--- src/design/kvt_pkg.sv ---
package kvt_pkg;

    localparam int DEPTH_DEFAULT      = 16;
    localparam int VALUE_BITS_DEFAULT = 32;
    localparam logic [4:0] CAP_RESET  = 5'd16;

    typedef enum logic [1:0] {
        KIND_INSERT = 2'd0,
        KIND_LOOKUP = 2'd1,
        KIND_DELETE = 2'd2
    } kind_t;

    typedef enum logic {
        ST_IDLE,
        ST_EXEC
    } state_t;

    // Per-cycle commands broadcast along the row of cells
    typedef struct packed {
        logic delete_en;
        logic update_en;
        logic append_en;
    } kvt_ctrl_t;

endpackage

--- src/design/key_value_table.sv ---
// key_value_table: associative table of unique 32-bit keys, one payload word per key, held
// densely packed in insertion order in a row of cells, one entry to a cell. Each input word
// is an insert-or-update, a lookup or a delete (kind 3 leaves the table untouched and
// reports failure), and yields exactly one result word with a success flag, the payload on
// a successful lookup (zero otherwise) and the entry count after the request. Each word is
// first captured in the request registers; then every cell compares its key at once and the
// row updates, appends or shifts down by one place on a delete. The execute cycle
// is held while a previous result waits in the output register under out_stall. There is
// no clearing pass after reset; the table comes up empty. capacity_limit may be written
// only while the table is idle and saturates at DEPTH; lowering it below the count keeps
// the existing entries.
module key_value_table #(
    parameter int DEPTH      = kvt_pkg::DEPTH_DEFAULT,
    parameter int VALUE_BITS = kvt_pkg::VALUE_BITS_DEFAULT
) (
    input  logic               clk,
    input  logic               rst_n,
    // configuration write channel
    input  logic               cfg_valid,
    output logic               cfg_ready,
    input  logic [4:0]         cfg_data,
    // request channel
    input  logic               in_valid,
    output logic               in_stall,
    input  logic [1:0]         kind,
    input  logic signed [31:0] lookup_key,
    input  logic [31:0]        value_word,
    // result channel
    output logic               out_valid,
    input  logic               out_stall,
    output logic               success,
    output logic [31:0]        value_out,
    output logic [4:0]         entry_count
);
    import kvt_pkg::*;

    localparam int CW   = $clog2(DEPTH + 1);
    localparam int CMPW = (CW > 5) ? CW : 5;

    // control state
    state_t          state_reg;
    state_t          state_next;
    logic [CW-1:0]   count_reg;
    logic [CW-1:0]   count_next;
    logic [4:0]      cap_reg;
    logic            out_valid_reg;
    logic            out_valid_next;

    // captured request word
    logic [1:0]            req_kind_reg;
    logic [31:0]           req_key_reg;
    logic [VALUE_BITS-1:0] req_value_reg;

    // result register
    logic        success_reg;
    logic        success_next;
    logic [31:0] value_out_reg;
    logic [31:0] value_out_next;
    logic [4:0]  count_out_reg;

    // row wiring
    logic [31:0]           cell_key   [DEPTH];
    logic [VALUE_BITS-1:0] cell_value [DEPTH];
    logic [DEPTH-1:0]      match;
    logic [DEPTH-1:0]      shift_out;
    logic                  any_match;
    logic [VALUE_BITS-1:0] hit_value;
    logic                  room;
    logic                  commit;
    logic                  accept;
    kvt_ctrl_t             ctrl;

    assign accept    = in_valid && !in_stall;
    // Commit only when the output register is free to take the result
    assign commit    = (state_reg == ST_EXEC) && (!out_valid_reg || !out_stall);
    assign any_match = |match;
    assign room      = (CMPW'(count_reg) < CMPW'(cap_reg)) && (CMPW'(count_reg) < CMPW'(DEPTH));

    // next state
    always_comb
    begin
        state_next = state_reg;
        unique case (state_reg)
            ST_IDLE:
            begin
                if (accept)
                begin
                    state_next = ST_EXEC;
                end
            end
            ST_EXEC:
            begin
                if (commit)
                begin
                    state_next = ST_IDLE;
                end
            end
            default: state_next = ST_IDLE;
        endcase
    end

    // outputs of the sequencer
    always_comb
    begin
        in_stall = 1'b1;
        unique case (state_reg)
            ST_IDLE: in_stall = 1'b0;
            ST_EXEC: in_stall = 1'b1;
            default: in_stall = 1'b1;
        endcase
    end

    // Decode the captured kind into row commands and the result word
    always_comb
    begin
        ctrl           = '0;
        success_next   = 1'b0;
        value_out_next = '0;
        count_next     = count_reg;
        unique case (req_kind_reg)
            KIND_INSERT:
            begin
                ctrl.update_en = commit && any_match;
                ctrl.append_en = commit && !any_match && room;
                success_next   = any_match || room;
                if (!any_match && room)
                begin
                    count_next = count_reg + CW'(1);
                end
            end
            KIND_LOOKUP:
            begin
                success_next = any_match;
                if (any_match)
                begin
                    value_out_next = 32'(hit_value);
                end
            end
            KIND_DELETE:
            begin
                ctrl.delete_en = commit && any_match;
                success_next   = any_match;
                if (any_match)
                begin
                    count_next = count_reg - CW'(1);
                end
            end
            default:
            begin
                success_next = 1'b0;
            end
        endcase
    end

    // Keys are unique, so at most one cell drives the hit value
    always_comb
    begin
        hit_value = '0;
        for (int i = 0; i < DEPTH; i++)
        begin
            hit_value = hit_value | (match[i] ? cell_value[i] : '0);
        end
    end

    genvar gi;
    generate
        for (gi = 0; gi < DEPTH; gi++)
        begin : g_cell
            logic                  shift_in;
            logic [31:0]           up_key;
            logic [VALUE_BITS-1:0] up_value;

            if (gi == 0)
            begin : g_first
                assign shift_in = 1'b0;
            end
            else
            begin : g_rest
                assign shift_in = shift_out[gi-1];
            end

            // The top cell loads its own contents; it drops out of use on a delete
            if (gi == DEPTH - 1)
            begin : g_top
                assign up_key   = cell_key[gi];
                assign up_value = cell_value[gi];
            end
            else
            begin : g_below
                assign up_key   = cell_key[gi+1];
                assign up_value = cell_value[gi+1];
            end

            kvt_cell #(
                .VALUE_BITS(VALUE_BITS)
            ) u_cell (
                .clk      (clk),
                .ctrl     (ctrl),
                .occupied (CW'(gi) < count_reg),
                .tail     (CW'(gi) == count_reg),
                .req_key  (req_key_reg),
                .req_value(req_value_reg),
                .up_key   (up_key),
                .up_value (up_value),
                .shift_in (shift_in),
                .key      (cell_key[gi]),
                .value    (cell_value[gi]),
                .match    (match[gi]),
                .shift_out(shift_out[gi])
            );
        end
    endgenerate

    // Hold the result while stalled, drop it once taken
    always_comb
    begin
        if (commit)
        begin
            out_valid_next = 1'b1;
        end
        else if (out_stall)
        begin
            out_valid_next = out_valid_reg;
        end
        else
        begin
            out_valid_next = 1'b0;
        end
    end

    always_ff @(posedge clk or negedge rst_n)
    begin
        if (!rst_n)
        begin
            state_reg     <= ST_IDLE;
            count_reg     <= '0;
            cap_reg       <= CAP_RESET;
            out_valid_reg <= 1'b0;
        end
        else
        begin
            state_reg     <= state_next;
            out_valid_reg <= out_valid_next;
            if (commit)
            begin
                count_reg <= count_next;
            end
            if (cfg_valid && cfg_ready)
            begin
                cap_reg <= cfg_data;
            end
        end
    end

    // payload registers
    always_ff @(posedge clk)
    begin
        if (accept)
        begin
            req_kind_reg  <= kind;
            req_key_reg   <= lookup_key;
            req_value_reg <= VALUE_BITS'(value_word);
        end
        if (commit)
        begin
            success_reg   <= success_next;
            value_out_reg <= value_out_next;
            count_out_reg <= 5'(count_next);
        end
    end

    assign cfg_ready   = 1'b1;
    assign out_valid   = out_valid_reg;
    assign success     = success_reg;
    assign value_out   = value_out_reg;
    assign entry_count = count_out_reg;

    // Unique keys: no two occupied cells may ever match the same request
    a_one_match: assert property (@(posedge clk) disable iff (!rst_n)
        $onehot0(match))
        else $error("more than one cell matches the request key");

    a_count_bound: assert property (@(posedge clk) disable iff (!rst_n)
        CMPW'(count_reg) <= CMPW'(DEPTH))
        else $error("entry count above depth");

    a_count_hold: assert property (@(posedge clk) disable iff (!rst_n)
        !commit |=> $stable(count_reg))
        else $error("entry count moved without a commit");

    a_stall_hold: assert property (@(posedge clk) disable iff (!rst_n)
        (state_reg == ST_EXEC && out_valid_reg && out_stall) |=> (state_reg == ST_EXEC))
        else $error("request left execute while the result slot was full");

endmodule

--- src/design/kvt_cell.sv ---
module kvt_cell #(
    parameter int VALUE_BITS = 32
) (
    input  logic                  clk,
    input  kvt_pkg::kvt_ctrl_t    ctrl,
    input  logic                  occupied,
    input  logic                  tail,
    input  logic [31:0]           req_key,
    input  logic [VALUE_BITS-1:0] req_value,
    input  logic [31:0]           up_key,
    input  logic [VALUE_BITS-1:0] up_value,
    input  logic                  shift_in,
    output logic [31:0]           key,
    output logic [VALUE_BITS-1:0] value,
    output logic                  match,
    output logic                  shift_out
);
    import kvt_pkg::*;

    logic [31:0]           key_reg;
    logic [31:0]           key_next;
    logic [VALUE_BITS-1:0] value_reg;
    logic [VALUE_BITS-1:0] value_next;

    assign match     = occupied && (key_reg == req_key);
    // Everything at or above the deleted entry moves down one place
    assign shift_out = shift_in | match;

    always_comb
    begin
        key_next   = key_reg;
        value_next = value_reg;
        if (ctrl.delete_en && shift_out)
        begin
            key_next   = up_key;
            value_next = up_value;
        end
        else if (ctrl.update_en && match)
        begin
            value_next = req_value;
        end
        else if (ctrl.append_en && tail)
        begin
            key_next   = req_key;
            value_next = req_value;
        end
    end

    always_ff @(posedge clk)
    begin
        key_reg   <= key_next;
        value_reg <= value_next;
    end

    assign key   = key_reg;
    assign value = value_reg;

endmodule

--- config.mk ---
export PLATFORM = sky130hd
export DESIGN_NAME = key_value_table
export DESIGN_NICKNAME = d
export VERILOG_FILES = /design/src/design/kvt_pkg.sv /design/src/design/key_value_table.sv /design/src/design/kvt_cell.sv
export SDC_FILE = /design/constraint.sdc
export NUM_CORES = 2
export LEC_CHECK = 0
export ABC_AREA = 0
export BUFFER_PORTS_ARGS = -buffer_cell sky130_fd_sc_hd__buf_2
export CAP_MARGIN = 20
export CORE_ASPECT_RATIO = 2
export CORE_MARGIN = 5
export CORE_UTILIZATION = 65
export DETAILED_ROUTE_END_ITERATION = 8
export PLACE_DENSITY_LB_ADDON = 0.3
export SLEW_MARGIN = 25
export SYNTH_ARGS = -nofsm -noshare
export SYNTH_HDL_FRONTEND = slang
export SYNTH_SLANG_ARGS = --single-unit
--- constraint.sdc ---
create_clock -name clk -period 11.8 [get_ports clk]
set_input_delay 3.54 -clock clk [delete_from_list [all_inputs] [get_ports clk]]
set_output_delay 3.54 -clock clk [all_outputs]
set_load 0.05 [all_outputs]
==> flow_metrics.env <==
export IMPL_min_path_type="flip-flop to flip-flop"
export IMPL_worstSetupStartpoint="out_stall"
export IMPL_min_from="g_cell[10].u_cell.value[25]"
export IMPL_synthTopCellsByArea="edfxtp_1 60%, mux2_2 13%, xor2_1 7.0%"
export IMPL_syn_inst=3726
export IMPL_row_count=152
export IMPL_synth_area_um2=56300
export IMPL_slowest_stage="a31o_2"
export IMPL_async_reset_ff_share_pct=1.05
export IMPL_ir_drop_v=0.000184
export IMPL_yosysTopAreaCell="edfxtp_1"
export IMPL_drive_gt1_share_pct=28.0
export IMPL_worstPathRequired_ps=12150
export IMPL_ys_flop_type="edfxtp_1"
export IMPL_seq_area_frac_synth_pct=60.7
export IMPL_htree_levels=3
export IMPL_setup_violations=0
export IMPL_initial_core_util_pct=65.5
export IMPL_area_growth_pct=8.67
export IMPL_clk_path_buf_depth=3
export IMPL_drv_slew=0
export IMPL_clock_sinks=1140
export IMPL_r2r_start="count_reg[3]"
export IMPL_antenna_found_initial=7
export IMPL_fmax_ghz=0.139
export IMPL_status="finished clean"
export IMPL_ys_warn_count=0
export IMPL_path_buf_inv=5
export IMPL_io_pins=117
export IMPL_end_kind="flip-flop"
export IMPL_grt_pass1_wl_mm=253
export IMPL_clkTransAtPathRegs_ps=70
export IMPL_crit_type="input pin to flip-flop"
export IMPL_final_common_cell="edfxtp_1"
export IMPL_wl_per_cell_um=35.8
export IMPL_nNetsFinal=3805
export IMPL_first_pass_iters=5
export IMPL_cts_tree="done"
export IMPL_grt_max_degree=67
export IMPL_ys_ff_latch=1140
export IMPL_critPathTopFamily="buffers and inverters"
export IMPL_cts_root_buf="clkbuf_16"
export IMPL_final_cells=4956
export IMPL_skew_ps=47.3
export IMPL_dieArea_um2=93000
export IMPL_routed_wl_mm=178
export IMPL_gr_total_overflow=0
export IMPL_core_um2=86000
export IMPL_cts_hold_buf=0
export IMPL_tightest_slew_ps=1100
export IMPL_place_inst=4770
export IMPL_nFillCells=5651
export IMPL_num_vias=35504
export IMPL_fin_crit_ps=7180
export IMPL_cts_buffers=97
export IMPL_p_leak_uw=0.0204
export IMPL_syn_nets=3815
export IMPL_die_x_um=218
export IMPL_ys_types=65
export IMPL_synth_top_area_share_pct=60.2
export IMPL_finalCritPeriodShare_pct=60.8
export IMPL_rsz0062_at_grt="false"
export IMPL_cp_max_fo=40
export IMPL_drc=0
export IMPL_vias_per_cell=7.16
export IMPL_powerDensity_nw_per_um2=147
export IMPL_die_h_um=426
export IMPL_critical_path_arrival_ps=7530
export IMPL_first_global_vias=37690
export IMPL_ant_nets=0
export IMPL_numPortBuffers=115
export IMPL_setup_tns_ps=0
export IMPL_hold_viol_final=0
export IMPL_cts_resized=0
export IMPL_syn_area_per_cell_um2=15.1
export IMPL_cap_violations=0
export IMPL_cts_setup_buffers=0
export IMPL_grt_total_usage_pct=37.8
export IMPL_max_slew_margin_pct=25.7
export IMPL_start_kind="input pin"
export IMPL_gp_congestion=0.958
export IMPL_synth_edf_count=1128
export IMPL_clk_latency_ps=740
export IMPL_max_stage_delay_ps=780
export IMPL_final_cell_mix="1128 x edfxtp_1, 628 x mux2_2, 447 x xor2_1"
export IMPL_drtIter0Drc=4093
export IMPL_cp_cell_sequence="buf_2 > nand2_1 > nand2_1 > inv_2 > buf_4 > nand2_1 > nor3_1 > buf_4 > a31o_2 > a21o_2 > buf_4"
export IMPL_hpwl_mm=109
per-layer routing:
metal	GRT usage [%]	vias up	share of wire, %	wire [um]
li1	-	14291	-	-
met4	34.1	4	12	20900
met3	7.26	1084	9.3	16500
met5	0	-	0.019	34
met2	63.3	2667	49	86400
met1	40.0	17458	30	53700
cells by family after synthesis:
logic type                 count (synthesis)  synth area share [%]
buffers and inverters                    343                  3.04
other                                      1               0.00666
AOI/OAI and AO/OA                        374                  5.32
xor gates and xnor gates                 512                  7.96
and+or+nand+nor                          411                  4.06
DFF                                     1140                  60.7
muxes                                    932                  18.6
adders and majority gates                 13                 0.289
path summary, 6_finish.rpt:
check                                             end  slack [ps]  cells after the start
min reg2reg                g_cell[9].u_cell.value[25]         570                      2
max reg2reg                g_cell[7].u_cell.value[10]        4940                     11
max in group asynchronous                  cap_reg[4]        8770                      1
min in group asynchronous                count_reg[4]        2720                      1
min                        g_cell[9].u_cell.value[25]         570                      2
max                        g_cell[7].u_cell.value[10]        4620                     11
cell usage after synthesis (all sizes together), types with 5 or more instances:
cell type and count:
nor2 23, a21oi 10, xnor2 65, edfxtp 1128
a221oi 96, dfrtp 11, nand4 35, nor3 22
a22oi 64, ha 13, xor2 447, nand3 28
o21ai 22, mux2 930, clkbuf 180, a31oi 39
o31ai 5, a21o 7, a22o 96, nand2b 5
nor4 116, buf 148, inv 15, nand2 128
and3 40
worst register-to-register path: cells and delay by family, from the launching register on:
kind                   cells  cell delay (ps)
AND/OR/NAND/NOR            7             3950
AO/OA/AOI/OAI              2              960
flip-flops                 1              670
buffers and inverters      2              830
cell type report:
type                    count  area (um2)  share of cell area [%]
inverters                  15        56.3                  0.0920
clock buffers             120        2570                    4.21
clock inverters            60         687                    1.12
repair buffers            219        1420                    2.32
flip-flops and latches   1140       34200                    55.8
well taps                1155        1450                    2.36
diodes                      4        10.0                  0.0164
multi-input cells        2243       20800                    34.0
report_power, final:
group | internal [uW] | leakage [uW] | switching [uW]
logic | 312 | 0.00843 | 604
clock network | 1850 | 0.00159 | 1530
registers | 4570 | 0.0103 | 124
total | 6730 | 0.0204 | 2250
through the flow:
stage	hold slack [ps]	power [uW]	setup slack (ps)	util [%]	area (um2)
finish	570	8980	4620	71.2	61200
global route	583	9190	4530	71.2	61200
floorplan	421	5310	3370	-	56300
CTS	566	8960	4750	71.1	61100
global placement	527	5630	4130	67.3	57800
detailed placement	547	5660	4010	67.3	57800
Power figures use the tool's default switching activity.
